===== config.mk =====
export PLATFORM = sky130hd
export DESIGN_NAME = isort_cell
export DESIGN_NICKNAME = d
export VERILOG_FILES = /design/src/rtl/isort_pkg.sv /design/src/rtl/isort_cell.sv
export SDC_FILE = /design/constraint.sdc
export NUM_CORES = 1
export LEC_CHECK = 0
export CAP_MARGIN = 20
export CORE_MARGIN = 2
export CORE_UTILIZATION = 64
export CTS_CLUSTER_DIAMETER = 120
export DETAILED_ROUTE_END_ITERATION = 7
export DONT_BUFFER_PORTS = 1
export GPL_TIMING_DRIVEN = 0
export HOLD_SLACK_MARGIN = 0.02
export PLACE_DENSITY = 0.89
export REMOVE_ABC_BUFFERS = 1
export SYNTH_ARGS = -nofsm -noshare
export SYNTH_HDL_FRONTEND = slang
export SYNTH_SLANG_ARGS = --single-unit

===== constraint.sdc =====
create_clock -name clock -period 4.45 [get_ports clock]
set_input_delay 0.89 -clock clock [delete_from_list [all_inputs] [get_ports clock]]
set_output_delay 0.89 -clock clock [all_outputs]
set_load 0.03 [all_outputs]

===== src/rtl/isort_pkg.sv =====
// Shared constants and types for the insertion sorter cell chain.
package isort_pkg;

   localparam int CAPACITY  = 64;
   localparam int KEY_WIDTH = 32;

   typedef logic signed [KEY_WIDTH-1:0] key_type;

   typedef enum logic {
      ST_FILL,
      ST_DRAIN
   } state_type;

   typedef struct packed {
      logic    insert;
      logic    drain;
      key_type key;
   } cell_ctl_type;

endpackage


===== src/rtl/isort_cell.sv =====
// One storage cell of the sorting chain: keeps one key, shifts up on insert, down on drain.
module isort_cell
   import isort_pkg::*;
(
   input  logic         clock,
   input  logic         reset,
   input  cell_ctl_type ctl,
   input  logic         prev_gt,
   input  logic         prev_valid,
   input  key_type      prev_key,
   input  logic         next_valid,
   input  key_type      next_key,
   output logic         gt,
   output logic         valid,
   output key_type      key
);

   logic    valid_ff;
   logic    valid_in;
   key_type key_ff;
   key_type key_in;

   assign gt    = valid_ff && (key_ff > ctl.key);
   assign valid = valid_ff;
   assign key   = key_ff;

   always_comb begin
      valid_in = valid_ff;
      key_in   = key_ff;
      if (ctl.drain) begin
         valid_in = next_valid;
         key_in   = next_key;
      end else if (ctl.insert) begin
         if (prev_gt) begin
            valid_in = 1'b1;
            key_in   = prev_key;
         end else if (gt || (!valid_ff && prev_valid)) begin
            valid_in = 1'b1;
            key_in   = ctl.key;
         end
      end
   end

   always_ff @(posedge clock) begin
      if (reset) begin
         valid_ff <= 1'b0;
      end else begin
         valid_ff <= valid_in;
      end
   end

   always_ff @(posedge clock) begin
      key_ff <= key_in;
   end

endmodule


Word-level counts from Yosys, hierarchy flattened
Index checks and enable logic that the tools add are counted.

Mux-type cells: 8. Reduce and logical (&&, ||, !) cells: 7. Magnitude comparators: 1.

Operator list (count): 32-bit two-way mux (4); 32-bit greater-than comparator (1); 1-bit two-way mux (4); 3-bit nonzero test (1); 1-bit logical AND (2); 2-bit AND reduction (1); 2-bit nonzero test (1); 1-bit logical NOT (1); 1-bit logical OR (1).

Output and inout bits: 34. Register bits after elaboration: 33. Word-level logic and storage cells: 18. Input bits: 103.

Depth between registers and ports, before layout
Depth after elaboration: 7. Mapped depth: 8. Depth with buffers taken out: 8.

Worst setup path after synthesis
No wires, ideal clock.

Kind: input-to-reg. Start point: input ctl[31] (netlist name). End point: register key_ff[0] (netlist: key[0]) (enable). Setup time: 0.431 ns. Slack: 0.513 ns. Arrival: 3.507 ns. Data required time: 4.019 ns. Cell stages on the path: 7. Buffers on the path: 0. Cell sequence: inv_1 > ha_1 > nand4_2 > nor3_1 > a221oi_1 > nor3b_1 > o211ai_1.

Word-level cells in the longest chain between the ends: 5.

RTL lines: start, declared (line isort_cell.sv:7) `input cell_ctl_type ctl,`; 32-bit greater-than comparator (line isort_cell.sv:23) `assign gt = valid_ff && (key_ff > ctl.key);`; 1-bit logical AND (line isort_cell.sv:23); 1-bit logical OR (line isort_cell.sv:37) `end else if (gt || (!valid_ff && prev_valid)) begin`; 3-bit nonzero test (no source line); 2-bit AND reduction (no source line); end signal, assigned (line isort_cell.sv:53) `key_ff <= key_in;`; end, declared (line isort_cell.sv:20) `key_type key_ff;`.

No other way between the ends. A chain may end at the register's enable or synchronous reset.

Worst setup path in the final report
Start point: input ctl[31] (netlist name). End point: output gt.

Word-level cells in the longest chain between the ends: 2.

RTL lines: 32-bit greater-than comparator (line isort_cell.sv:23); 1-bit logical AND (line isort_cell.sv:23); end, declared (line isort_cell.sv:13) `output logic gt,`.

No other way between the ends.

==> metrics.txt <==
largest net degree at the start of global routing between 60 and 70; Max Clock Freq roughly 260 MHz; GRT Overall Usage 23.8%; max-slew violations 0; Slew headroom 29.6%; synth warn 0; Hold Path Stages 1; Final WS setup roughly 600 ps; outcome finished, final reports clean; Post-Syn Instances roughly 270; Post-synth EDFFs 32; CP max stage cell o21ai_0; Finish-stage setup viols 0; crit path DAT 2960 ps; met2 GRT Util 41.0%; Worst Max-Slew Pin Slew roughly 1000 ps; Reg2Reg Launch Point key[31]; clk buf depth 2; grt ovf 0; Synth Flop Type edfxtp_1; num ports 137; Setup CP Type input pin to output pin; fin util 71.4%; cts-stage hold buffer count 0; die area ~4500 µm²; CTS tree yes; Die Y between 60 and 70 µm; antenna violations before repair 0; crit-path max cell delay 820 ps; clk slew on worst S/H paths ~60 ps; skew final around 13 ps; minimum clock period just under 4000 ps; gp weighted congestion approximately 0.70; Min-Delay Endpoint valid; area leader, netlist edfxtp_1; CTS buffer count 5; mapped cell area approximately 2500 µm²; nets 400; width of the die between 60 and 70 µm; pre-CTS setup slack 581 ps; layout cells sized above 1 5.64%; vias in the first global route about 1,800; post-synth cell types 30; Residual DRC 0; worst path cell trace inv_1 -> ha_1 -> nand4_2 -> nor3_1 -> a221oi_1 -> nor3b_1 -> nor2b_1 -> o21ai_0; worst hold-check path type input pin to register; design area roughly 2700 µm²; DRT iter0 DRCs slightly above 70; Leak around 0.0013 µW; non-filler cells, final between 300 and 400; Post-CTS Setup Repair Bufs 0; CP Max Fanout 7; Yosys reg bits 33; busiest grt layer met2; port buffer count 0; Synth-to-Final Area Change 5.27%; CP delay by family, top compound AO/OA/AOI/OAI gates; DR pass1 iterations 4; reg-to-reg slack, setup about 1400 ps; Critical Path Sink Type output pin; CTS root buf clkbuf_8; placed instance area about 2600 µm²; WL/cell around 17 µm; routing usage on met1 26.9%; count leader, synth nand2_1; Worst R2R Path Depth 9; ranking of synthesized cells by area edfxtp_1 38%, ha_1 16%, mux2i_1 13%; vias per cell 6.08; peak supply drop about 0.00026 V; ANT nets after route 0; PwrDens around 320 nW/µm²; min-delay src reset; final hold vios 0; Final Cycle Share between 80% and 90%; post-synth top area share between 30 and 40%; syn_area_per_cell about 9.6 µm²; final wirelength 5.30 mm; sequential element share of the synthesized area around 39%; hpwl dp ~4.3 mm; first-pass GRT wire length around 7.8 mm; Reg2Reg Capture Point key[4]; WP buf/inv 1; Antenna Cells 0; Core ar. 3740 µm²; Starting Density about 68%; RSZ-0062 raised after global routing no; max cap viols 0; Inst Count DP around 310; Critical Path RT ~3600 ps; # H-tree levels 2; WHS around 690 ps; routed via count about 1,900; Post-CTS Resized 0; worst-skew pair later-pin latency 290 ps; Startpoint Class input pin; Rows 22; routing usage on met3 about a tenth; ys async rst share 0%; Clock Sinks 33; synth cell count leaders 37 x nand2_1, 35 x o21ai_0, 34 x inv_1
-- final cells by class --
type / instances / area, µm²
timing repair buffer: 4 / 37.5
clock buffer: 7 / 76.3
multi-input combinational: 187 / 1390
tap: 48 / 60.1
inverter: 34 / 128
fill: 298 / 1070
clock inverter: 1 / 5.00
sequential: 33 / 981
-- how the worst max path moves through the flow --
stage	slack (ps)	start	cells after the start	endpoint
2_1_floorplan	510	ctl[31]	7	key[0]
3_3_place_gp	-350	ctl[31]	7	key[21]
3_5_place_dp	580	ctl[31]	8	gt
4_1_cts	580	key[31]	7	gt
5_1_grt	510	key[31]	7	gt
6_report	600	ctl[31]	8	gt
-- where the power goes --
part,switching (µW),internal (µW)
registers,90.6,387
logic,86.3,76.6
clock network,105,110
-- per-layer routing --
metal | wire, µm | vias to the layer above
li1 | - | 959
met1 | 2100 | 851
met5 | 0 | -
met3 | 542 | 6
met2 | 2590 | 94
met4 | 63 | 0
-- through the flow --
step	TNS (ps)	power [µW]
6_report	0	855
5_1_grt	0	900
4_1_cts	0	863
3_5_place_dp	0	648
3_3_place_gp	-11150	635
2_1_floorplan	0	604
-- placed cells by master, fill, tap and decap left out, types with 2 or more instances in the layout --
| master | synthesis | layout |
|---|---|---|
| mux2i_1 | 32 | 32 |
| nand2_1 | 37 | 37 |
| o211ai_1 | 2 | 2 |
| inv_1 | 34 | 34 |
| nor2b_1 | 2 | 2 |
| buf_4 | 0 | 2 |
| nand4_1 | 7 | 7 |
| buf_6 | 0 | 2 |
| nand3_1 | 6 | 6 |
| edfxtp_1 | 32 | 32 |
| clkbuf_1 | 8 | 2 |
| a221oi_1 | 2 | 2 |
| ha_1 | 32 | 32 |
| nor2_1 | 2 | 2 |
| clkbuf_8 | 0 | 5 |
| o21ai_0 | 35 | 35 |
| a21oi_1 | 13 | 13 |
| a21o_1 | 4 | 4 |
-- sequential cells by signal, indices dropped and copies added, names as in the netlist --
register	cells
key	32
valid	1
-- cell families after synthesis --
group                      Yosys count  synth area share (%)
muxes                               32                  12.6
buffers and inverters               45                  6.80
adders and majority gates           32                  15.8
DFF                                 33                  38.6
and+or+nand+nor                     61                  12.0
AOI/OAI and AO/OA                   62                  14.2
No activity file was read; power rests on OpenSTA's default activity.
