## src/rtl/isort_pkg.sv

```systemverilog
// Shared constants and types for the insertion sorter cell chain.
package isort_pkg;

   localparam int CAPACITY  = 64;
   localparam int KEY_WIDTH = 32;

   typedef logic signed [KEY_WIDTH-1:0] key_type;

   typedef enum logic {
      ST_FILL,
      ST_DRAIN
   } state_type;

   typedef struct packed {
      logic    insert;
      logic    drain;
      key_type key;
   } cell_ctl_type;

endpackage

```

## src/rtl/isort_ctrl.sv

```systemverilog
// Sequencer for the sorter: fill phase, drain phase and the overflow flag.
module isort_ctrl
   import isort_pkg::*;
(
   input  logic         clock,
   input  logic         reset,
   input  logic         start,
   input  logic         req_last,
   input  key_type      req_value,
   input  logic         full,
   input  logic         head_valid,
   input  logic         second_valid,
   output cell_ctl_type ctl,
   output logic         busy,
   output logic         rsp_strobe,
   output logic         rsp_last_res,
   output logic         rsp_overflow
);

   state_type state_ff;
   state_type state_in;
   logic      overflow_ff;
   logic      overflow_in;
   logic      accept;

   always_comb begin
      state_in    = state_ff;
      overflow_in = overflow_ff;
      busy        = 1'b0;
      accept      = 1'b0;
      ctl.insert  = 1'b0;
      ctl.drain   = 1'b0;
      ctl.key     = req_value;
      case (state_ff)
         ST_FILL: begin
            accept = start;
            if (accept) begin
               if (full) begin
                  overflow_in = 1'b1;
               end else begin
                  ctl.insert = 1'b1;
               end
               if (req_last) begin
                  state_in = ST_DRAIN;
               end
            end
         end
         ST_DRAIN: begin
            busy      = 1'b1;
            ctl.drain = 1'b1;
            if (!second_valid) begin
               state_in    = ST_FILL;
               overflow_in = 1'b0;
            end
         end
         default: begin
            state_in = ST_FILL;
         end
      endcase
   end

   assign rsp_strobe   = (state_ff == ST_DRAIN) && head_valid;
   assign rsp_last_res = !second_valid;
   assign rsp_overflow = overflow_ff;

   always_ff @(posedge clock) begin
      if (reset) begin
         state_ff    <= ST_FILL;
         overflow_ff <= 1'b0;
      end else begin
         state_ff    <= state_in;
         overflow_ff <= overflow_in;
      end
   end

endmodule

```

## config.mk

```make
export PLATFORM = sky130hd
export DESIGN_NAME = isort_ctrl
export DESIGN_NICKNAME = d
export VERILOG_FILES = /design/src/rtl/isort_pkg.sv /design/src/rtl/isort_ctrl.sv
export SDC_FILE = /design/constraint.sdc
export NUM_CORES = 1
export LEC_CHECK = 0
export BUFFER_PORTS_ARGS = -buffer_cell sky130_fd_sc_hd__buf_2
export CELL_PAD_IN_SITES_DETAIL_PLACEMENT = 1
export CELL_PAD_IN_SITES_GLOBAL_PLACEMENT = 2
export CORE_MARGIN = 5
export CORE_UTILIZATION = 10
export DETAILED_ROUTE_END_ITERATION = 12
export PLACE_DENSITY = 0.95
export RECOVER_POWER = 100
export SETUP_SLACK_MARGIN = 0.1
export SLEW_MARGIN = 10
export SYNTH_ARGS = -nofsm -noshare
export SYNTH_HDL_FRONTEND = slang
export SYNTH_SLANG_ARGS = --single-unit
```

## constraint.sdc

```tcl
create_clock -name clock -period 0.8 [get_ports clock]
set_input_delay 0.16 -clock clock [delete_from_list [all_inputs] [get_ports clock]]
set_output_delay 0.16 -clock clock [all_outputs]
set_load 0.05 [all_outputs]
```

---- After elaboration in Yosys (flattened, before gate mapping) ----
Index checks and enable logic that the tools add are counted.
operators by class
  equality and inequality tests ........... 3
  multiplexer cells ....................... 12
  bitwise logic cells ..................... 1
  reduce and logical (&&, ||, !) cells .... 3
operators by type and width
  operator                                      number
  1-bit 2-to-1 mux                              10
  2-bit inequality test, second input constant  3
  1-bit case mux with 2 select lines            2
  3-bit AND reduction                           1
  1-bit logical AND                             1
  1-bit logical NOT                             1
  1-bit inverter                                1
storage, ports and cells
  flip-flop bits (word level) ............. 2
  bits of input ports ..................... 39
  output and inout port bits .............. 38
  word-level logic and storage cells ...... 21

---- Longest topological paths before layout ----
Gate-level depths: netlist of run 1.
  word-level depth ........................ 3
  gate-level depth with buffers ........... 2
  mapped depth without buffers ............ 2

---- Least setup slack after synthesis of run 1 ----
Ideal clock, no wire load.
  kind .................................... register -> output
  start point ............................. register state_ff
  end point ............................... output port ctl[33] in the netlist's numbering
  arrival ................................. 1.742 ns
  data required time ...................... 0.640 ns
  path slack .............................. -1.102 ns
  stages on the path, launching flop included .. 2
  buffers on the path ..................... 0
  cell sequence ........................... dfxtp_1 > nor3b_1
RTL lines
  element                 RTL line          text
  start, declared         isort_ctrl.sv:20  state_type state_ff;
  start signal, assigned  isort_ctrl.sv:71  state_ff <= state_in;
  end, declared           isort_ctrl.sv:13  output cell_ctl_type ctl,

==> results.cfg, run 1 <==
[worst_hold_path]
whs_path_depth = 2
min_path_type = in -> reg

[die]
num_io_pins = 77
die_h_um = 69.72
rows = 21
dieWidth_um = 69.72
dieArea_um2 = 4860
start_util = 0.1052
core-area_um2 = 3390

[setup_path]
cp_max_fo = 5
path_cells = nor3b_4 > buf_6
setup.worst_path.class = reg -> out
r2r_cells = 3
cpPeakStageDelay_ns = 0.35
end_kind = output port
cp.arrival_ns = 0.95
startpoint_type = flip-flop
cp.required_ns = 0.64
crit_slowest_cell = dfxtp_4

[yosys]
yosys_warnings = 0
ys_ff_latch = 2
syn_area_um2 = 356.6
synth.top_cell.area_share = 0.6947
avgSynthCellArea_um2 = 7.924
synth_top_area_cell = buf_4
synth_nets = 84
netlist_top_cells_area = buf_4, dfxtp_1, nand4bb_1
yosysSeqAreaShare = 0.1123
synth_cells = 45
synth_cell_types = 12

[placement]
finalWeightedCongestion = 0.6859
pre_cts_slack_ns = -0.1585
io_buffer_count = 12
dp_hpwl_um = 580.4
placed_area_um2 = 250.2

[grt]
grt_usage = 0.03383
overflow = 0
first_global_vias = 233
grt_pass1_wl_um = 1173
grt_max_degree = 6
antenna_found_initial = 0

[drt]
routedWlPerCell_um = 9.883
antenna_left = 0
viasPerCell = 2.351
num_vias = 181
drc_errors = 0
drt-total-wl_um = 761
first_pass_iters = 2
drt_iter0_markers = 8

[clock_network]
path_clk_slew_ns = 0.04
hold_buffers = 0
numCtsBuffers = 3
clockRootBuffer = clkbuf_4
clock_path_buffers = 2
htree_levels = 1
cts_sinks = 2
tritoncts = yes
clkLatencyLatePin_ns = 0.23

[status]
violations = setup timing
status = finished with violations

[timing]
period_needed_ns = 1.108
slew_violations = 0
skew_ns = 0.01187
setup_violations = 7
worst_pin_slew_ns = 0.1668
fin_crit_sh = 1.385
maxSlewHeadroom = 0.8894
hold_viol = 0
max_freq_mhz = 902.8
grt_setup_unrepaired = true
timing.final.ws_setup_ns = -0.3076

[final_layout]
antenna_cells = 0
finalNetCount = 71
regArea_um2 = 45.04
layout-drive-gt1-share = 0.7742
syn_to_final_growth_pct = -4.562
design_area_um2 = 340.3
fin_util = 0.1004
multi_input_area_um2 = 80.08
nFillCells = 394

[pwr]
p_per_area_nw_per_um2 = 1579
p_total_w = 0.0005374
peakVddDrop_mv = 0.2435
p_leak_nw = 0.1421

[run]
maxCapViolCount = 0
## metal layers
metal  routed length [um]  vias up  track usage
met2                  410       17      0.05297
met3                  137        2      0.03768
met4                   21        0      0.03617
met5                    0        -            0
li1                     -       79            -
met1                  191       83      0.01786
## area by class of cell
class / count / area share
Inverter: 1 / 0.01103
Multi-Input combinational cell: 9 / 0.2353
Tap cell: 46 / 0.1691
Clock buffer: 4 / 0.07721
Timing Repair Buffer: 15 / 0.3750
Sequential cell: 2 / 0.1324
## path summary, 6_finish.rpt
check                                  from                   endpoint  slack, ns
hold / removal                        reset        state_ff$_SDFF_PP0_       0.10
hold reg to reg   rsp_overflow$_SDFFE_PP0P_  rsp_overflow$_SDFFE_PP0P_       0.51
setup / recovery        state_ff$_SDFF_PP0_                    ctl[33]      -0.31
setup reg to reg        state_ff$_SDFF_PP0_        state_ff$_SDFF_PP0_      -0.04
## cells by family (layout without fill, tap and decap cells)
family / after synthesis / count (layout) / synth area share
flip-flops: 2 / 2 / 0.1123
AND/OR/NAND/NOR: 7 / 7 / 0.1439
AO/OA/AOI/OAI: 2 / 2 / 0.03859
buffers and inverters: 34 / 20 / 0.7053
## through the flow
step | cells | hold WS (ns) | TNS, ns
2_1_floorplan | 45 | 0.2194 | -0.4585
3_3_place_gp | 71 | 0.3203 | -0.2442
3_5_place_dp | 71 | 0.3203 | -0.2750
4_1_cts | 76 | 0.09321 | -1.231
5_1_grt | 77 | 0.09828 | -1.385
6_report | 77 | 0.1047 | -1.143
## placed cells by master (no fill, tap or decap), types with 2 or more instances in the layout
| cell | instances |
|---|---|
| buf_4 | 3 |
| buf_8 | 3 |
| buf_2 | 6 |
| clkbuf_4 | 4 |
| buf_6 | 2 |
## synthesized netlist by cell type
cell type / count
inv_1: 1
dfxtp_1: 2
and2b_1: 1
nor3b_1: 1
nand3b_1: 1
nand2b_1: 1
a21oi_1: 1
nand2_1: 1
and2_2: 1
buf_4: 33
o21ai_2: 1
nand4bb_1: 1
## report_power, final
group | internal [W] | switching [W] | total, W
Sequential | 0.000107 | 0.00000818 | 0.000115
Clock | 0.000186 | 0.0000663 | 0.000252
Combinational | 0.0000749 | 0.0000950 | 0.000170
Total | 0.000368 | 0.000170 | 0.000537
## critical path: cells and delay by family (launching register included)
kind	cells	cell delay (ns)
buffers and inverters	1	0.18
DFF	1	0.35
and+or+nand+nor	1	0.18
## state kept, by name, indices dropped and copies added, names as in the netlist
name / flops
rsp_overflow: 1
state_ff: 1
## repair_timing
action                                  in CTS  in global routing
endpoints found under the setup margin       8                  8
buffers inserted                             1                  1
gates resized for setup                     11                  6
pin swaps                                    1                  0
Note: power is estimated with default switching activity, not from simulation.
==> run 2, diff against run 1 <==
==> constraint.sdc (replaced) <==
create_clock -name clock -period 0.8 [get_ports clock]
set_input_delay 0.12 -clock clock [delete_from_list [all_inputs] [get_ports clock]]
set_output_delay 0.12 -clock clock [all_outputs]
set_load 0.05 [all_outputs]
==> run 2 against run 1 <==
Effect of this change:
- the run still ends with setup timing left
- critical path depth is the same
- first-iteration DRC count shrank 63%
- clock skew shrank 0.0046 ns
- worst setup slack gained 0.057 ns
- utilization shrank 0.63 points
- critical path type unchanged
- largest cell class unchanged
- sequential share of layout area grew 0.88 points
- highest routed layer is now met3
==> results.cfg, run 2 (synthesized netlist as in run 1, its figures left out) <==
[final_layout]
antenna_cells = 0
regArea_um2 = 45.04
syn_to_final_growth_pct = -10.53
design_area_um2 = 319.1
finalNetCount = 69
layout-drive-gt1-share = 0.7241
layout_common_cells = buf_2, clkbuf_4, buf_8, buf_6
multi_input_area_um2 = 76.32
fin_cells = 75
nFillCells = 401
final_common_cell = buf_2
fin_util = 0.09413

[clock_network]
numCtsBuffers = 3
tritoncts = yes
clockRootBuffer = clkbuf_4
clkLatencyLatePin_ns = 0.23
cts_setup_buffers = 0
clock_path_buffers = 2
cts_sinks = 2
path_clk_slew_ns = 0.04
htree_levels = 1

[timing]
skew_ns = 0.007267
grt_setup_unrepaired = true
hold_viol = 0
maxSlewHeadroom = 0.8086
fin_crit_sh = 1.313
period_needed_ns = 1.051
slew_violations = 0
fin_tns_setup_ns = -0.9608
worst_pin_slew_ns = 0.2883
max_freq_mhz = 951.7
timing.final.ws_setup_ns = -0.2507
setup_violations = 6

[placement]
placedCellCount = 71
io_buffer_count = 12
pre_cts_slack_ns = -0.09322
placed_area_um2 = 250.2
dp_hpwl_um = 568
finalWeightedCongestion = 0.6488

[pwr]
peakVddDrop_mv = 0.2025
combPwrFrac = 0.298
power.share.clock = 0.483
p_seq_frac = 0.219
internal_power_w = 0.0003596
switching_power_w = 0.0001676
p_sw_frac = 0.3179
p_per_area_nw_per_um2 = 1652
p_leak_nw = 0.1314

[die]
core-area_um2 = 3390
dieArea_um2 = 4860
num_io_pins = 77
start_util = 0.1052
die_h_um = 69.72
rows = 21
dieWidth_um = 69.72

[setup_path]
end_kind = output port
cp_max_fo = 5
r2r-start = state_ff$_SDFF_PP0_
cp.required_ns = 0.68
path_cells = nor3b_4 > buf_6
crit_slowest_cell = dfxtp_4
setup.worst_path.class = reg -> out
cp.arrival_ns = 0.93
startpoint_type = flip-flop
r2r_end = rsp_overflow$_SDFFE_PP0P_
r2r_slack_ns = -0.05
cpPeakStageDelay_ns = 0.35
r2r_cells = 3

[grt]
grtUsageMet3 = 0.02899
use_met2 = 0.04767
antenna_found_initial = 0
grt_usage = 0.03055
grt_max_degree = 6
first_global_vias = 203
grt_pass1_wl_um = 1007
overflow = 0
top_usage_layer = met4
use_met1 = 0.01274

[drt]
routedWlPerCell_um = 9.280
drt-total-wl_um = 696
drt_iter0_markers = 3
drc_errors = 0
antenna_left = 0
num_vias = 170
viasPerCell = 2.267
first_pass_iters = 2

[worst_hold_path]
hp-start = reset
min_path_type = in -> reg
hold_end = state_ff$_SDFF_PP0_
whs_path_depth = 2

[status]
status = finished with violations
violations = setup timing

[run]
maxCapViolCount = 0
[run 2: changes by cell type in the layout (fill, tap and decap cells not counted), sizes merged]
cell,delta
buf,-2
[run 2: stage by stage]
step	total power (W)	hold slack, ns
2_1_floorplan	0.0006351	0.1794
3_5_place_dp	0.0002449	0.2403
6_report	0.0005272	0.06563
5_1_grt	0.0005702	0.05767
4_1_cts	0.0005430	0.06429
3_3_place_gp	0.0002429	0.2403
[run 2: power groups by stage]
| stage | Clock (W) | Sequential [W] | Combinational [W] |
|---|---|---|---|
| floorplan | 0 | 0.000140 | 0.000495 |
| global placement | 0 | 0.000114 | 0.000129 |
| detailed placement | 0 | 0.000115 | 0.000130 |
| CTS | 0.000273 | 0.000115 | 0.000155 |
| global route | 0.000291 | 0.000117 | 0.000163 |
| finish | 0.000255 | 0.000116 | 0.000157 |
[run 2: how the worst max path moves through the flow]
stage	slack [ns]	depth (start not counted)	endpoint	from
6_report	-0.25	2	ctl[33]	state_ff$_SDFF_PP0_
5_1_grt	-0.30	2	ctl[33]	state_ff$_SDFF_PP0_
4_1_cts	-0.27	2	ctl[33]	state_ff$_SDFF_PP0_
2_1_floorplan	-0.22	1	ctl[33]	state_ff$_SDFF_PP0_
3_5_place_dp	-0.09	2	ctl[33]	state_ff$_SDFF_PP0_
3_3_place_gp	-0.1	2	ctl[33]	state_ff$_SDFF_PP0_
[run 2: layer usage]
metal	wire (um)	share of wire	vias up
met5	0	0	-
met4	0	0	0
met3	120	0.17	0
met2	433	0.62	13
met1	143	0.21	82
li1	-	-	75
[run 2: worst max-delay path, delay by kind of cell (launching register included)]
kind | cells | cell delay [ns]
buffers and inverters | 1 | 0.18
flip-flops | 1 | 0.35
AND/OR/NAND/NOR | 1 | 0.17
[run 2: layout make-up]
cell class                 instances  share of cell area
clock buffer                       4             0.08235
multi-input combinational          9              0.2392
timing repair buffer              13              0.3451
inverter                           1             0.01176
tap                               46              0.1804
sequential                         2              0.1412
[run 2: what timing repair did]
item,CTS,global route
gates resized for setup,12,1
setup endpoints to repair,7,7
hold buffers,0,0
==> run 3, diff against run 2 <==
--- a/config.mk
+++ b/config.mk
@@ -11,6 +11,7 @@
 export CORE_MARGIN = 5
 export CORE_UTILIZATION = 10
 export DETAILED_ROUTE_END_ITERATION = 12
+export GPL_ROUTABILITY_DRIVEN = 0
 export PLACE_DENSITY = 0.95
 export RECOVER_POWER = 100
 export SETUP_SLACK_MARGIN = 0.1
==> constraint.sdc (replaced) <==
create_clock -name clock -period 0.8 [get_ports clock]
set_input_delay 0.12 -clock clock [delete_from_list [all_inputs] [get_ports clock]]
set_output_delay 0.12 -clock clock [all_outputs]
set_load 0.1 [all_outputs]
==> run 3 against run 2 <==
Effect of this change:
- the flow still finishes with violations (setup timing)
- largest power group is now combinational cells
- first-iteration DRC count down 100%
- sequential cell count unchanged
- sequential power barely moved
- sequential share of layout area fell by 1.9 points
- global-route usage is essentially flat
- critical path type unchanged
- clock skew is 0.0042 ns lower
- critical endpoint unchanged
- critical path depth stayed put
- fmax is 4.6% lower
==> results.cfg, run 3 (synthesized netlist as in run 1, its figures left out) <==
[placement]
pre_cts_slack_ns = -0.07567
io_buffer_count = 12
placed_area_um2 = 354.1
dp_hpwl_um = 582.8

[die]
rows = 21
dieArea_um2 = 4860
start_util = 0.1052
core-area_um2 = 3390
dieWidth_um = 69.72
die_h_um = 69.72
num_io_pins = 77

[final_layout]
regArea_um2 = 47.55
multi_input_area_um2 = 92.59
nFillCells = 391
finalNetCount = 70
layout-drive-gt1-share = 0.8276
antenna_cells = 0
design_area_um2 = 390.4
layout_common_cells = buf_2, buf_12, clkbuf_4, buf_4, dfxtp_4
syn_to_final_growth_pct = 9.474

[pwr]
p_seq_frac = 0.188
p_sw_frac = 0.3827
combPwrFrac = 0.446
p_per_area_nw_per_um2 = 1557
p_leak_nw = 0.1462
internal_power_w = 0.0003751
switching_power_w = 0.0002325
power.share.clock = 0.367
peakVddDrop_mv = 0.1910

[drt]
met1_length_um = 150
first_pass_iters = 1
viasPerCell = 2.293
num_vias = 172
wl_met3_um = 72
drc_errors = 0
wl_met2_um = 460
antenna_left = 0
drt-total-wl_um = 706
routedWlPerCell_um = 9.413
drt_iter0_markers = 0
maxUsedRoutingLayer = met4

[timing]
setup_violations = 7
fin_crit_sh = 1.377
slew_violations = 0
max_freq_mhz = 908.0
period_needed_ns = 1.101
hold_viol = 0
timing.final.ws_setup_ns = -0.3013
grt_setup_unrepaired = true
maxSlewHeadroom = 0.8712
skew_ns = 0.003051
worst_pin_slew_ns = 0.1930

[clock_network]
clkLatencyLatePin_ns = 0.22
cts_sinks = 2
tritoncts = yes
hold_buffers = 0
numCtsBuffers = 3
clock_path_buffers = 2
htree_levels = 1
cts_setup_buffers = 0
path_clk_slew_ns = 0.03
clockRootBuffer = clkbuf_4

[run]
maxCapViolCount = 0

[status]
status = finished with violations
violations = setup timing

[grt]
first_global_vias = 229
grt_max_degree = 5
antenna_found_initial = 0
overflow = 0
grt_usage = 0.03085
grt_pass1_wl_um = 1062

[setup_path]
startpoint_type = flip-flop
r2r-start = state_ff$_SDFF_PP0_
end_kind = output port
crit_slowest_cell = dfxtp_4
setup.worst_path.class = reg -> out
path_cells = nor3b_4 > buf_12
cp.required_ns = 0.68
cp.arrival_ns = 0.98
startpoint = state_ff$_SDFF_PP0_
cp_max_fo = 4
cpPeakStageDelay_ns = 0.34

[worst_hold_path]
hp-start = reset
min_path_type = in -> reg
run 3: changes by cell type in the layout (fill, tap and decap cells not counted), sizes merged:
cell,previous run,this run
buf,12,14
clkbuf,5,3
clkinvlp,0,1
inv,1,0
run 3: worst paths after layout:
path,depth (start not counted),slack [ns],to
worst max register to register,3,-0.03,state_ff$_SDFF_PP0_
worst min-delay path,2,0.09,state_ff$_SDFF_PP0_
worst min register to register,2,0.52,rsp_overflow$_SDFFE_PP0P_
worst max-delay path,2,-0.30,ctl[33]
run 3: critical path, delay by kind of cell (launching register included):
| kind | cells | cell delay, ns |
|---|---|---|
| buffers and inverters | 1 | 0.20 |
| AND/OR/NAND/NOR | 1 | 0.21 |
| flip-flops | 1 | 0.34 |
run 3: power groups by stage:
stage	Sequential (W)	Clock, W	Combinational [W]
4_1_cts	0.000114	0.000240	0.000266
6_report	0.000114	0.000223	0.000271
3_3_place_gp	0.000115	0	0.000260
2_1_floorplan	0.000165	0	0.000858
5_1_grt	0.000115	0.000249	0.000278
3_5_place_dp	0.000116	0	0.000266
run 3: layout make-up:
| class | count | share of cell area |
|---|---|---|
| multi-input combinational | 9 | 0.2372 |
| timing repair buffer | 14 | 0.4231 |
| sequential | 2 | 0.1218 |
| clock buffer | 3 | 0.05769 |
| tap | 46 | 0.1474 |
| inverter | 1 | 0.01282 |
run 3: metrics by stage:
stage	hold WS [ns]	cells	util	total power, W	TNS [ns]
after floorplan	0.1794	45	-	0.001023	-1.441
after global placement	0.2407	72	0.1045	0.0003747	-0.05571
after detailed placement	0.2407	72	0.1045	0.0003815	-0.1623
after CTS	0.07763	75	0.1111	0.0006208	-1.171
after global routing	0.08512	75	0.1152	0.0006432	-1.302
final	0.08950	75	0.1152	0.0006077	-1.054
run 3: routing by layer:
metal,GRT usage,up-vias
li1,-,75
met1,0.01614,90
met2,0.05720,5
met3,0.01449,2
met4,0.04468,0
met5,0,-
run 3: repair_timing:
item                                    in CTS  in global routing
endpoints found under the setup margin       7                  7
pin swaps                                    1                  0
resized for setup                            0                  1
endpoints found under the hold margin        0                  0
